--- src/hdl/mmu_pkg.sv ---
`default_nettype none

package mmu_pkg;

	// Default largest matrix side
	localparam int MAX_DIM_DEF = 8;

	// Field widths
	localparam int OP_W      = 2;
	localparam int ROW_W     = 3;
	localparam int VAL_W     = 16;
	localparam int PROD_W    = 2 * VAL_W;
	localparam int OUT_W     = 40;
	localparam int CFG_W     = 4;
	localparam int REG_IDX_W = 3;

	// Opcodes of an input item
	localparam logic [OP_W-1:0] OP_LOAD_A  = 2'd0;
	localparam logic [OP_W-1:0] OP_LOAD_B  = 2'd1;
	localparam logic [OP_W-1:0] OP_COMPUTE = 2'd2;

	// Register indexes
	localparam logic [REG_IDX_W-1:0] REG_ROWS_A   = 3'd0;
	localparam logic [REG_IDX_W-1:0] REG_COLS_A   = 3'd1;
	localparam logic [REG_IDX_W-1:0] REG_ROWS_B   = 3'd2;
	localparam logic [REG_IDX_W-1:0] REG_COLS_B   = 3'd3;
	localparam logic [REG_IDX_W-1:0] REG_ROWS_OUT = 3'd4;
	localparam logic [REG_IDX_W-1:0] REG_COLS_OUT = 3'd5;

	// Queue sizes (depths are powers of two so pointers wrap on their own)
	localparam int CMDQ_DEPTH = 4;
	localparam int CMDQ_PW    = $clog2(CMDQ_DEPTH);
	localparam int CMDQ_CW    = $clog2(CMDQ_DEPTH + 1);
	localparam int RESQ_DEPTH = 4;
	localparam int RESQ_PW    = $clog2(RESQ_DEPTH);
	localparam int RESQ_CW    = $clog2(RESQ_DEPTH + 1);

	typedef enum logic [1:0] {
		CMD_LOAD_A,
		CMD_LOAD_B,
		CMD_COMPUTE
	} cmd_kind_t;

	// Command held between front and back
	typedef struct packed {
		cmd_kind_t        kind;
		logic [ROW_W-1:0] row;
		logic [ROW_W-1:0] col;
		logic [VAL_W-1:0] value;
	} cmd_t;

	// Dimension registers
	typedef struct packed {
		logic [CFG_W-1:0] rows_a;
		logic [CFG_W-1:0] cols_a;
		logic [CFG_W-1:0] rows_b;
		logic [CFG_W-1:0] cols_b;
		logic [CFG_W-1:0] rows_out;
		logic [CFG_W-1:0] cols_out;
	} dims_t;

	// Control that travels with one multiply through the pipeline
	typedef struct packed {
		logic             err;
		logic             first;
		logic             fin;
		logic             last;
		logic [ROW_W-1:0] row;
		logic [ROW_W-1:0] col;
	} tag_t;

	// One result item
	typedef struct packed {
		logic [ROW_W-1:0] row;
		logic [ROW_W-1:0] col;
		logic [OUT_W-1:0] value;
		logic             dim_error;
		logic             last;
	} result_t;

	typedef enum logic {
		SEQ_IDLE,
		SEQ_RUN
	} seq_state_t;

	function automatic logic dim_ok(input logic [CFG_W-1:0] d, input int max_dim);
		return (d != '0) && (int'(d) <= max_dim);
	endfunction

	function automatic logic dims_valid(input dims_t d, input int max_dim);
		return dim_ok(d.rows_a, max_dim) && dim_ok(d.cols_a, max_dim) &&
			dim_ok(d.rows_b, max_dim) && dim_ok(d.cols_b, max_dim) &&
			dim_ok(d.rows_out, max_dim) && dim_ok(d.cols_out, max_dim) &&
			(d.cols_a == d.rows_b) && (d.rows_a == d.rows_out) &&
			(d.cols_b == d.cols_out);
	endfunction

endpackage

`default_nettype wire

--- src/hdl/mmu_front.sv ---
`default_nettype none

module mmu_front #(
	parameter int MAX_DIM = mmu_pkg::MAX_DIM_DEF
) (
	input  wire logic                       clk,
	input  wire logic                       arst_n,
	input  wire logic                       push,
	output logic                            full,
	input  wire logic [mmu_pkg::OP_W-1:0]   opcode,
	input  wire logic [mmu_pkg::ROW_W-1:0]  row,
	input  wire logic [mmu_pkg::ROW_W-1:0]  col,
	input  wire logic [mmu_pkg::VAL_W-1:0]  value,
	input  wire logic                       cmd_pop,
	output logic                            cmd_valid,
	output mmu_pkg::cmd_t                   cmd
);

	mmu_pkg::cmd_t                 queue_q [mmu_pkg::CMDQ_DEPTH];
	logic [mmu_pkg::CMDQ_PW-1:0]   wr_ptr_q;
	logic [mmu_pkg::CMDQ_PW-1:0]   rd_ptr_q;
	logic [mmu_pkg::CMDQ_CW-1:0]   count_q;
	logic                          accept;
	logic                          in_range;
	logic                          keep;
	logic                          enq;
	mmu_pkg::cmd_t                 cmd_in;

	// Classify: drop opcode 3 and out-of-range loads
	assign in_range = (int'(row) < MAX_DIM) && (int'(col) < MAX_DIM);

	always_comb begin
		keep        = 1'b0;
		cmd_in.kind = mmu_pkg::CMD_COMPUTE;
		unique case (opcode)
			mmu_pkg::OP_LOAD_A: begin
				keep        = in_range;
				cmd_in.kind = mmu_pkg::CMD_LOAD_A;
			end
			mmu_pkg::OP_LOAD_B: begin
				keep        = in_range;
				cmd_in.kind = mmu_pkg::CMD_LOAD_B;
			end
			mmu_pkg::OP_COMPUTE: begin
				keep        = 1'b1;
				cmd_in.kind = mmu_pkg::CMD_COMPUTE;
			end
			default: begin
				keep        = 1'b0;
				cmd_in.kind = mmu_pkg::CMD_COMPUTE;
			end
		endcase
		cmd_in.row   = row;
		cmd_in.col   = col;
		cmd_in.value = value;
	end

	assign full      = (count_q == mmu_pkg::CMDQ_CW'(mmu_pkg::CMDQ_DEPTH));
	assign cmd_valid = (count_q != '0);
	assign accept    = push && !full;
	assign enq       = accept && keep;
	assign cmd       = queue_q[rd_ptr_q];

	// Command queue storage
	always_ff @(posedge clk) begin
		if (enq) begin
			queue_q[wr_ptr_q] <= cmd_in;
		end
	end

	// Queue pointers
	always_ff @(posedge clk or negedge arst_n) begin
		if (!arst_n) begin
			wr_ptr_q <= '0;
			rd_ptr_q <= '0;
			count_q  <= '0;
		end else begin
			if (enq) begin
				wr_ptr_q <= wr_ptr_q + mmu_pkg::CMDQ_PW'(1);
			end
			if (cmd_pop) begin
				rd_ptr_q <= rd_ptr_q + mmu_pkg::CMDQ_PW'(1);
			end
			if (enq && !cmd_pop) begin
				count_q <= count_q + mmu_pkg::CMDQ_CW'(1);
			end else if (!enq && cmd_pop) begin
				count_q <= count_q - mmu_pkg::CMDQ_CW'(1);
			end
		end
	end

endmodule

`default_nettype wire

--- src/hdl/mmu_back.sv ---
`default_nettype none

module mmu_back #(
	parameter int MAX_DIM = mmu_pkg::MAX_DIM_DEF
) (
	input  wire logic            clk,
	input  wire logic            arst_n,
	input  wire mmu_pkg::dims_t  dims,
	input  wire logic            cmd_valid,
	input  wire mmu_pkg::cmd_t   cmd,
	output logic                 cmd_pop,
	input  wire logic            res_full,
	output logic                 res_push,
	output mmu_pkg::result_t     res
);

	localparam int DEPTH = MAX_DIM * MAX_DIM;
	localparam int AW    = (DEPTH > 1) ? $clog2(DEPTH) : 1;
	localparam int CW    = (MAX_DIM > 1) ? $clog2(MAX_DIM) : 1;

	logic [mmu_pkg::VAL_W-1:0]         mem_a [DEPTH];
	logic [mmu_pkg::VAL_W-1:0]         mem_b [DEPTH];

	mmu_pkg::seq_state_t               state_q;
	mmu_pkg::seq_state_t               state_d;
	logic [CW-1:0]                     i_q, j_q, k_q;
	logic [CW-1:0]                     i_d, j_d, k_d;
	logic                              adv;
	logic                              dims_good;
	logic                              last_i, last_j, last_k;
	logic                              wr_a, wr_b;
	logic                              issue;
	mmu_pkg::tag_t                     tag_d;
	logic [AW-1:0]                     wr_addr;
	logic [AW-1:0]                     rd_addr_a;
	logic [AW-1:0]                     rd_addr_b;

	logic signed [mmu_pkg::VAL_W-1:0]  rd_a_s1;
	logic signed [mmu_pkg::VAL_W-1:0]  rd_b_s1;
	mmu_pkg::tag_t                     tag_s1;
	logic                              vld_s1;
	logic signed [mmu_pkg::PROD_W-1:0] prod_s2;
	mmu_pkg::tag_t                     tag_s2;
	logic                              vld_s2;
	logic [mmu_pkg::OUT_W-1:0]         acc_q;
	logic [mmu_pkg::OUT_W-1:0]         prod_ext;
	logic [mmu_pkg::OUT_W-1:0]         sum;

	// Whole back end holds while the result queue is full
	assign adv       = !res_full;
	assign dims_good = mmu_pkg::dims_valid(dims, MAX_DIM);

	assign last_k = (mmu_pkg::CFG_W'(k_q) + mmu_pkg::CFG_W'(1)) == dims.cols_a;
	assign last_j = (mmu_pkg::CFG_W'(j_q) + mmu_pkg::CFG_W'(1)) == dims.cols_b;
	assign last_i = (mmu_pkg::CFG_W'(i_q) + mmu_pkg::CFG_W'(1)) == dims.rows_a;

	// Store addresses: row * MAX_DIM + col
	assign wr_addr   = AW'(int'(cmd.row) * MAX_DIM + int'(cmd.col));
	assign rd_addr_a = AW'(int'(i_q) * MAX_DIM + int'(k_q));
	assign rd_addr_b = AW'(int'(k_q) * MAX_DIM + int'(j_q));

	// Sequencer next state: walk i, j, k in row-major order
	always_comb begin
		state_d = state_q;
		i_d     = i_q;
		j_d     = j_q;
		k_d     = k_q;
		if (adv) begin
			unique case (state_q)
				mmu_pkg::SEQ_IDLE: begin
					if (cmd_valid && cmd.kind == mmu_pkg::CMD_COMPUTE && dims_good) begin
						state_d = mmu_pkg::SEQ_RUN;
						i_d     = '0;
						j_d     = '0;
						k_d     = '0;
					end
				end
				mmu_pkg::SEQ_RUN: begin
					if (!last_k) begin
						k_d = k_q + CW'(1);
					end else begin
						k_d = '0;
						if (!last_j) begin
							j_d = j_q + CW'(1);
						end else begin
							j_d = '0;
							if (!last_i) begin
								i_d = i_q + CW'(1);
							end else begin
								state_d = mmu_pkg::SEQ_IDLE;
							end
						end
					end
				end
			endcase
		end
	end

	// Sequencer outputs: pops, store writes, multiply issue
	always_comb begin
		cmd_pop = 1'b0;
		wr_a    = 1'b0;
		wr_b    = 1'b0;
		issue   = 1'b0;
		tag_d   = '0;
		unique case (state_q)
			mmu_pkg::SEQ_IDLE: begin
				if (adv && cmd_valid) begin
					cmd_pop = 1'b1;
					wr_a    = (cmd.kind == mmu_pkg::CMD_LOAD_A);
					wr_b    = (cmd.kind == mmu_pkg::CMD_LOAD_B);
					if (cmd.kind == mmu_pkg::CMD_COMPUTE && !dims_good) begin
						issue       = 1'b1;
						tag_d.err   = 1'b1;
						tag_d.first = 1'b1;
						tag_d.fin   = 1'b1;
						tag_d.last  = 1'b1;
					end
				end
			end
			mmu_pkg::SEQ_RUN: begin
				if (adv) begin
					issue       = 1'b1;
					tag_d.first = (k_q == '0);
					tag_d.fin   = last_k;
					tag_d.last  = last_k && last_j && last_i;
					tag_d.row   = mmu_pkg::ROW_W'(i_q);
					tag_d.col   = mmu_pkg::ROW_W'(j_q);
				end
			end
		endcase
	end

	always_ff @(posedge clk or negedge arst_n) begin
		if (!arst_n) begin
			state_q <= mmu_pkg::SEQ_IDLE;
			i_q     <= '0;
			j_q     <= '0;
			k_q     <= '0;
		end else begin
			state_q <= state_d;
			i_q     <= i_d;
			j_q     <= j_d;
			k_q     <= k_d;
		end
	end

	// Element stores, registered read
	always_ff @(posedge clk) begin
		if (wr_a) begin
			mem_a[wr_addr] <= cmd.value;
		end
		if (wr_b) begin
			mem_b[wr_addr] <= cmd.value;
		end
		if (adv) begin
			rd_a_s1 <= mem_a[rd_addr_a];
			rd_b_s1 <= mem_b[rd_addr_b];
		end
	end

	// Pipeline valids
	always_ff @(posedge clk or negedge arst_n) begin
		if (!arst_n) begin
			vld_s1 <= 1'b0;
			vld_s2 <= 1'b0;
		end else if (adv) begin
			vld_s1 <= issue;
			vld_s2 <= vld_s1;
		end
	end

	// Tags and multiply
	always_ff @(posedge clk) begin
		if (adv) begin
			tag_s1  <= tag_d;
			tag_s2  <= tag_s1;
			prod_s2 <= rd_a_s1 * rd_b_s1;
		end
	end

	// Accumulate; a new inner product starts on its first term
	assign prod_ext = {{(mmu_pkg::OUT_W - mmu_pkg::PROD_W){prod_s2[mmu_pkg::PROD_W-1]}},
		prod_s2};
	assign sum      = tag_s2.first ? prod_ext : acc_q + prod_ext;

	always_ff @(posedge clk) begin
		if (adv && vld_s2) begin
			acc_q <= sum;
		end
	end

	assign res_push      = adv && vld_s2 && tag_s2.fin;
	assign res.row       = tag_s2.row;
	assign res.col       = tag_s2.col;
	assign res.value     = tag_s2.err ? '0 : sum;
	assign res.dim_error = tag_s2.err;
	assign res.last      = tag_s2.last;

endmodule

`default_nettype wire

--- src/hdl/mmu_resq.sv ---
`default_nettype none

module mmu_resq (
	input  wire logic              clk,
	input  wire logic              arst_n,
	input  wire logic              res_push,
	input  wire mmu_pkg::result_t  res,
	output logic                   res_full,
	input  wire logic              pop,
	output logic                   empty,
	output mmu_pkg::result_t       head
);

	mmu_pkg::result_t             queue_q [mmu_pkg::RESQ_DEPTH];
	logic [mmu_pkg::RESQ_PW-1:0]  wr_ptr_q;
	logic [mmu_pkg::RESQ_PW-1:0]  rd_ptr_q;
	logic [mmu_pkg::RESQ_CW-1:0]  count_q;
	logic                         deq;

	assign res_full = (count_q == mmu_pkg::RESQ_CW'(mmu_pkg::RESQ_DEPTH));
	assign empty    = (count_q == '0);
	assign deq      = pop && !empty;
	assign head     = queue_q[rd_ptr_q];

	// Result storage
	always_ff @(posedge clk) begin
		if (res_push) begin
			queue_q[wr_ptr_q] <= res;
		end
	end

	// Pointers and fill count
	always_ff @(posedge clk or negedge arst_n) begin
		if (!arst_n) begin
			wr_ptr_q <= '0;
			rd_ptr_q <= '0;
			count_q  <= '0;
		end else begin
			if (res_push) begin
				wr_ptr_q <= wr_ptr_q + mmu_pkg::RESQ_PW'(1);
			end
			if (deq) begin
				rd_ptr_q <= rd_ptr_q + mmu_pkg::RESQ_PW'(1);
			end
			if (res_push && !deq) begin
				count_q <= count_q + mmu_pkg::RESQ_CW'(1);
			end else if (!res_push && deq) begin
				count_q <= count_q - mmu_pkg::RESQ_CW'(1);
			end
		end
	end

endmodule

`default_nettype wire

--- src/hdl/matrix_multiply_unit.sv ---
`default_nettype none

// Dense matrix multiplier over two element stores of MAX_DIM x MAX_DIM
// signed Q8.8 entries. Opcode 0 or 1 writes one element of A or B; opcode 2
// checks the dimension registers and then returns every element of A x B in
// row-major order as an exact Q24.16 inner product (last set on the final
// one), or a single result with dim_error set if the dimensions are out of range or disagree.
// Items enter a four-deep command queue and are executed in order by one
// multiply-accumulate sequencer. Loads stream at one item per cycle while
// the output queue has room. A compute issues rows_a * cols_b * cols_a
// multiplies, one per cycle through the single 16x16 multiplier while the
// output queue has room, and an error compute issues a single item. Results
// wait in a four-deep output queue; while that queue is full the sequencer
// holds. Registers are to be written only while the block is idle.
module matrix_multiply_unit #(
	parameter int MAX_DIM = mmu_pkg::MAX_DIM_DEF
) (
	input  wire logic                           clk,
	input  wire logic                           arst_n,
	// Item input
	input  wire logic                           push,
	output logic                                full,
	input  wire logic [mmu_pkg::OP_W-1:0]       opcode,
	input  wire logic [mmu_pkg::ROW_W-1:0]      row,
	input  wire logic [mmu_pkg::ROW_W-1:0]      col,
	input  wire logic signed [mmu_pkg::VAL_W-1:0] value,
	// Result output
	output logic                                empty,
	input  wire logic                           pop,
	output logic [mmu_pkg::ROW_W-1:0]           out_row,
	output logic [mmu_pkg::ROW_W-1:0]           out_col,
	output logic signed [mmu_pkg::OUT_W-1:0]    out_value,
	output logic                                dim_error,
	output logic                                last,
	// Register writes
	input  wire logic                           wr_en,
	input  wire logic [mmu_pkg::REG_IDX_W-1:0]  wr_index,
	input  wire logic [mmu_pkg::CFG_W-1:0]      wr_data
);

	mmu_pkg::dims_t    dims_q;
	mmu_pkg::cmd_t     cmd;
	logic              cmd_valid;
	logic              cmd_pop;
	logic              res_full;
	logic              res_push;
	mmu_pkg::result_t  res;
	mmu_pkg::result_t  head;

	// Dimension registers
	always_ff @(posedge clk or negedge arst_n) begin
		if (!arst_n) begin
			dims_q.rows_a   <= mmu_pkg::CFG_W'(1);
			dims_q.cols_a   <= mmu_pkg::CFG_W'(1);
			dims_q.rows_b   <= mmu_pkg::CFG_W'(1);
			dims_q.cols_b   <= mmu_pkg::CFG_W'(1);
			dims_q.rows_out <= mmu_pkg::CFG_W'(1);
			dims_q.cols_out <= mmu_pkg::CFG_W'(1);
		end else if (wr_en) begin
			unique case (wr_index)
				mmu_pkg::REG_ROWS_A:   dims_q.rows_a   <= wr_data;
				mmu_pkg::REG_COLS_A:   dims_q.cols_a   <= wr_data;
				mmu_pkg::REG_ROWS_B:   dims_q.rows_b   <= wr_data;
				mmu_pkg::REG_COLS_B:   dims_q.cols_b   <= wr_data;
				mmu_pkg::REG_ROWS_OUT: dims_q.rows_out <= wr_data;
				mmu_pkg::REG_COLS_OUT: dims_q.cols_out <= wr_data;
				default: ;
			endcase
		end
	end

	mmu_front #(
		.MAX_DIM(MAX_DIM)
	) u_front (
		.clk       (clk),
		.arst_n    (arst_n),
		.push      (push),
		.full      (full),
		.opcode    (opcode),
		.row       (row),
		.col       (col),
		.value     (value),
		.cmd_pop   (cmd_pop),
		.cmd_valid (cmd_valid),
		.cmd       (cmd)
	);

	mmu_back #(
		.MAX_DIM(MAX_DIM)
	) u_back (
		.clk       (clk),
		.arst_n    (arst_n),
		.dims      (dims_q),
		.cmd_valid (cmd_valid),
		.cmd       (cmd),
		.cmd_pop   (cmd_pop),
		.res_full  (res_full),
		.res_push  (res_push),
		.res       (res)
	);

	mmu_resq u_resq (
		.clk      (clk),
		.arst_n   (arst_n),
		.res_push (res_push),
		.res      (res),
		.res_full (res_full),
		.pop      (pop),
		.empty    (empty),
		.head     (head)
	);

	assign out_row   = head.row;
	assign out_col   = head.col;
	assign out_value = head.value;
	assign dim_error = head.dim_error;
	assign last      = head.last;

endmodule

`default_nettype wire

--- config.mk ---
export PLATFORM = sky130hd
export DESIGN_NAME = matrix_multiply_unit
export DESIGN_NICKNAME = d
export VERILOG_FILES = /design/src/hdl/mmu_pkg.sv /design/src/hdl/mmu_front.sv /design/src/hdl/mmu_back.sv /design/src/hdl/mmu_resq.sv /design/src/hdl/matrix_multiply_unit.sv
export SDC_FILE = /design/constraint.sdc
export NUM_CORES = 2
export LEC_CHECK = 0
export BUFFER_PORTS_ARGS = -buffer_cell sky130_fd_sc_hd__buf_2
export CAP_MARGIN = 30
export CORE_MARGIN = 8
export CORE_UTILIZATION = 63
export CTS_BUF_LIST = sky130_fd_sc_hd__clkbuf_16
export DETAILED_ROUTE_END_ITERATION = 16
export PLACE_DENSITY = 0.79
export SLEW_MARGIN = 25
export SYNTH_ARGS = -nofsm -noshare
export SYNTH_HDL_FRONTEND = slang
export SYNTH_SLANG_ARGS = --single-unit
--- constraint.sdc ---
create_clock -name clk -period 7.8 [get_ports clk]
set_input_delay 1.17 -clock clk [delete_from_list [all_inputs] [get_ports clk]]
set_output_delay 1.17 -clock clk [all_outputs]
set_load 0.005 [all_outputs]
# Yosys cells after proc, flatten, opt, wreduce, memory -nomap -nowiden
# Memories as Yosys holds them, arrays and structs flattened. A register that Yosys moved wholly into a read port is not among the register bits.
# Index checks and enable logic that the tools add are counted.
totals:
  register_bits: 142
  ram_bits: 2336
  in_bits: 36
  out_inout_bits: 50
  elab_cells: 192
  memories: 4
memory_table:
  columns: ["memory", "depth", "width", "read_ports", "rd_clocked_by_memory_dff", "write_ports", "line", "text"]
  rows:
  - ["u_back.mem_a", 64, 16, 1, 1, 1, "mmu_back.sv:21", "logic [mmu_pkg::VAL_W-1:0] mem_a [DEPTH];"]
  - ["u_back.mem_b", 64, 16, 1, 1, 1, "mmu_back.sv:22", "logic [mmu_pkg::VAL_W-1:0] mem_b [DEPTH];"]
  - ["u_resq.queue_q", 4, 48, 1, 0, 1, "mmu_resq.sv:14", "mmu_pkg::result_t queue_q [mmu_pkg::RESQ_DEPTH];"]
  - ["u_front.queue_q", 4, 24, 1, 0, 1, "mmu_front.sv:19", "mmu_pkg::cmd_t queue_q [mmu_pkg::CMDQ_DEPTH];"]
classes:
  addsub: 18
  multipliers: 1
  order_cmp: 6
  n_eq_ne: 21
  mux: 43
  bitwise_logic: 3
  n_reduce_logical: 64
ops:
  columns: ["op", "count"]
  rows:
  - ["$mux W40", 2]
  - ["$add A40 B40 Y40", 1]
  - ["$mux W3", 12]
  - ["$mul A16 B16 Y32", 1]
  - ["$logic_and A1 B1 Y1", 29]
  - ["$eq A4 B4 Y1", 6]
  - ["$le A4 B4 Y1 const B", 6]
  - ["$pmux W3 S2", 4]
  - ["$reduce_bool A4 Y1", 6]
  - ["$mux W1", 21]
  - ["$add A6 B3 Y6", 3]
  - ["$add A3 B1 Y3 const B", 5]
  - ["$reduce_and A2 Y1", 7]
  - ["$add A3 B1 Y4 const B", 3]
  - ["$eq A3 B3 Y1 const B", 4]
  - ["$logic_not A1 Y1", 10]
  - ["$logic_not A3 Y1", 3]
  - ["$add A2 B1 Y2 const B", 4]
  - ["$eq A3 B2 Y1 const B", 2]
  - ["$ne A2 B2 Y1 const B", 3]
  - ["$sub A3 B1 Y3 const B", 2]
  - ["$reduce_and A5 Y1", 1]
  - ["$eq A2 B1 Y1 const B", 2]
  - ["$eq A2 B2 Y1 const B", 2]
  - ["12 further kinds", 17]

# Longest topological paths before layout
depth:
  depth_word: 15
  ltp_mapped: 24
  depth_no_buf: 23

# Modules after synthesis
# Synthesis repeated with hierarchy kept, for this count alone.
hier_totals:
  cells_unflattened: 5781
  area_unflattened_um2: 108351.4
modules_own_cells:
  columns: ["mod", "n_inst", "cells_per_inst", "area_each_um2", "seq_area_each_um2"]
  rows:
  - ["mmu_back", 1, 5278, 96037.1, 65522.8]
  - ["mmu_resq", 1, 286, 7382.1, 5940.7]
  - ["mmu_front", 1, 163, 3948.8, 3057.9]
  - ["matrix_multiply_unit", 1, 54, 983.4, 608.1]

# Worst setup path after synthesis
# OpenSTA, ideal clock, no wires.
synth_timing:
  path_kind: "reg-to-reg"
  start: "register u_back.rd_a_s1[15] (netlist name), read port of u_back.mem_a"
  end: "register u_back.prod_s2[31] (netlist name), data pin"
  setup_time_ps: 265
  t_arrival_ps: 5758
  t_required_ps: 7535
  slack_ps: 1776
  stages_incl_launch_ff: 20
  path_buffers: 2
  period_less_slack_ps: 6024
  path_cell_list: "edfxtp_1 clkbuf_1 nand2_1 inv_1 fa_1 fa_1 inv_1 fa_1 fa_1 inv_1 fa_1 fa_1 ha_1 clkbuf_1 or2_2 nand2_1 a21oi_1 o21ai_0 o211a_1 or3_1"
synth_between:
  elab_chain_len: 1
synth_rtl:
  columns: ["item", "line", "text"]
  rows:
  - ["start, declared", "mmu_back.sv:38", "logic signed [mmu_pkg::VAL_W-1:0] rd_a_s1;"]
  - ["$mul A16 B16 Y32", "mmu_back.sv:178", "prod_s2 <= rd_a_s1 * rd_b_s1;"]
  - ["end signal, assigned", "mmu_back.sv:178", null]
  - ["end, declared", "mmu_back.sv:42", "logic signed [mmu_pkg::PROD_W-1:0] prod_s2;"]
# Every way passes these cells.
# A chain may end at the register's enable or synchronous reset.

# Worst setup path after layout
layout_timing:
  start: "register u_back.rd_b_s1[7] (netlist name), read port of u_back.mem_b"
  end: "register u_back.prod_s2[30] (netlist name), data pin"
layout_between:
  elab_chain_len: 1
layout_rtl:
  columns: ["item", "line", "text"]
  rows:
  - ["start, declared", "mmu_back.sv:39", "logic signed [mmu_pkg::VAL_W-1:0] rd_b_s1;"]
  - ["$mul A16 B16 Y32", "mmu_back.sv:178", null]
# Every way passes these cells.

==> flow_summary.yaml <==
run_status:
  status: "finished, violations left"
  violations: "DRC"
synthesis:
  synth_edf_count: 2460
  synth_top_area_share_pct: 67.97
  yosys.area.top_type: "edfxtp_1"
  seq_area_frac_synth_pct: 69.12
  synthSimpleGateAreaFrac_pct: 4.151
  syn_area_per_cell_um2: 17.62
  synth_top_family_by_area: "multiplexers"
  ys_types: 72
  synth_area_leaders: "edfxtp_1 68%, mux4_2 9.1%, fa_1 4.9%"
  synthArstFlopShare_pct: 1.992
  synth.cell_area_mm2: 0.1087
  synthAdderAreaFrac_pct: 6.435
  synth-main-ff-cell: "edfxtp_1"
  synth_warnings: 0
  synth_compound_area_share_pct: 4.103
  synth-seq-cells: 2510
  synthMuxAreaShare_pct: 13.12
  synth-xor-area-share_pct: 0.7575
  synthesis.nets: 6606
  syn_inst: 6170
sta:
  setup_ws_ns: 1.206
  hold_violations: 0
  fmax_mhz: 151.7
  slew_viol_final: 0
  rsz0062_at_grt: "false"
  hold_ws_ns: 0.4190
  clock_skew_ns: 0.06355
  fin_crit_sh_pct: 84.54
  setup_violations: 0
  period_needed_ns: 6.594
  worst_pin_slew_ns: 1.060
  setup_tns_ns: 0
  relSlewSlack_pct: 29.30
worst_setup_path:
  start_kind: "register"
  crit_fanout: 16
  r2r_slack_ns: 1.21
  crit_required_ns: 8.45
  cp-end-kind: "register"
  rr_startpoint: "u_back.rd_b_s1[7]"
  crit_arrival_ns: 7.24
  crit_type: "register to register"
  critPathLaunch: "u_back.rd_b_s1[7]"
placed_design:
  place_hpwl_um: 155100
  gp_congestion: 0.8968
  portBuffers: 85
  pre_cts_ws_ns: 1.256
grt:
  antenna_found_initial: 13
  track_usage_pct: 27.77
  grt_pass1_vias: 60299
  grt_max_degree: 128
  grt_pass1_wl_um: 386100
  grt_overflow: 0
min_path:
  hp-class: "register to register"
  worstHoldStart: "u_back.tag_s1[6]"
detailed_routing:
  wl_per_cell_um: 29.46
  vias: 59033
  first_iter_violations: 7672
  wl_um: 263100
  viasPerCell: 6.611
  antenna_left: 0
  drc: 1
  first_pass_iters: 12
layout:
  nNetsFinal: 6854
  mostFrequentLayoutCell: "edfxtp_1"
  syn2layout_area_growth_pct: 10.77
  most-common-layout-cells: "2460 x edfxtp_1, 424 x mux4_2, 370 x inv_1"
  drive_gt1_share_pct: 18.16
cts:
  cts_tree: "done"
  cts_buffers: 235
  clkSinkCount: 2510
  h-tree-depth: 4
  cts_root_buffer: "clkbuf_16"
  clk_latency_ns: 0.88
  holdBufCountCts: 0
  cts.clk_slew.worst_paths_ns: 0.06
  post_cts_buffers: 0
  cts_buffer_depth: 3
  cts_resized: 0
floorplan:
  io_pins: 86
  initial_core_util_pct: 63.36
  die_y_um: 431.4
  core_mm2: 0.1715
  num_rows: 152
  die_w_um: 431.4
  dieArea_mm2: 0.1861
job:
  max_cap_viol_count: 0
[registers in the layout, indices dropped and copies added (netlist names), 8 cells and up]
| name | count |
|---|---|
| u_back.rd_a_s1 | 16 |
| u_back.mem_a | 1024 |
| dims_q | 24 |
| u_back.mem_b | 1024 |
| u_back.res | 8 |
| u_resq.queue_q | 192 |
| u_back.tag_s1 | 10 |
| u_front.queue_q | 96 |
| u_back.acc_q | 40 |
| u_back.prod_s2 | 32 |
| u_back.rd_b_s1 | 16 |
[cells by family after synthesis]
kind of cell	after synthesis
adder cells (fa/ha/maj)	400
flip-flops	2510
buffers and inverters	632
AND/OR/NAND/NOR	971
XOR/XNOR	94
multiplexers	864
AO/OA/AOI/OAI	699
[synth_stat cells (14+ instances only)]
cell      count
a211oi_1     28
a21o_1       23
a21oi_1     194
a31oi_1      20
and2_1      137
buf_1        28
buf_2        75
clkbuf_1    188
dfrtp_1      44
edfxtp_1   2460
fa_1        265
ha_1        135
inv_1       332
mux2_2       76
mux2i_1     346
mux4_2      440
nand2_1     313
nand2b_1     18
nand3_1      26
nor2_1      287
nor2b_1      39
nor3_1       68
nor4_1       37
o21ai_0     145
o21bai_1     14
o221ai_1    113
o22ai_1      89
xnor2_1      57
xor2_1       37
[routing by layer]
metal  global-route usage (%)  part of all wire [%]  vias up
met5                        0                 0.026        -
met3                    6.106                    10      552
met2                    45.40                    49     3608
met4                    10.86                   4.0       10
met1                    37.01                    37    30406
li1                         -                     -    24457
[metrics by stage]
| stage | instance area (µm²) | instances | utilization [%] |
|---|---|---|---|
| finish | 120400 | 8929 | 70.18 |
| detailed placement | 112600 | 8475 | 65.62 |
| global route | 120400 | 8925 | 70.18 |
| CTS | 120100 | 8907 | 70.02 |
| global placement | 112500 | 8467 | 65.57 |
| floorplan | 108700 | 6170 | - |
[cell type report]
cell class,instances,area [µm²]
Inverter,334,1254
Timing Repair Buffer,309,2381
Tap cell,2310,2890
Multi-Input combinational cell,3028,31150
Sequential cell,2510,75160
Antenna cell,6,15.01
Fill cell,10304,51150
Clock buffer,236,5906
Clock inverter,196,1640
[critical path, cell delays in order (launching register included)]
cell and delay, ns:
edfxtp_1 0.73, nand2_1 0.16, fa_1 0.55, inv_1 0.05, fa_1 0.50, inv_1 0.06
fa_1 0.52, inv_1 0.05, fa_1 0.48, fa_1 0.50, inv_1 0.05, fa_1 0.47
inv_1 0.04, ha_1 0.35, a2111oi_0 0.41, o21ai_0 0.17, o21a_1 0.16, a31oi_1 0.22
a21oi_1 0.16, a21bo_2 0.26, mux2i_1 0.12, a2111oi_0 0.36
[final timing paths]
path                                      endpoint  cells past startpoint
worst max-delay path            u_back.prod_s2[30]                     21
min in group asynchronous       u_resq.rd_ptr_q[1]                      2
max in group asynchronous            u_back.j_q[1]                      2
worst max register to register  u_back.prod_s2[30]                     21
worst min register to register       u_back.res[0]                      0
worst min-delay path                 u_back.res[0]                      0
Power is not shown: default switching activity piles up to over one toggle a cycle in this logic, so the estimate is an artifact.
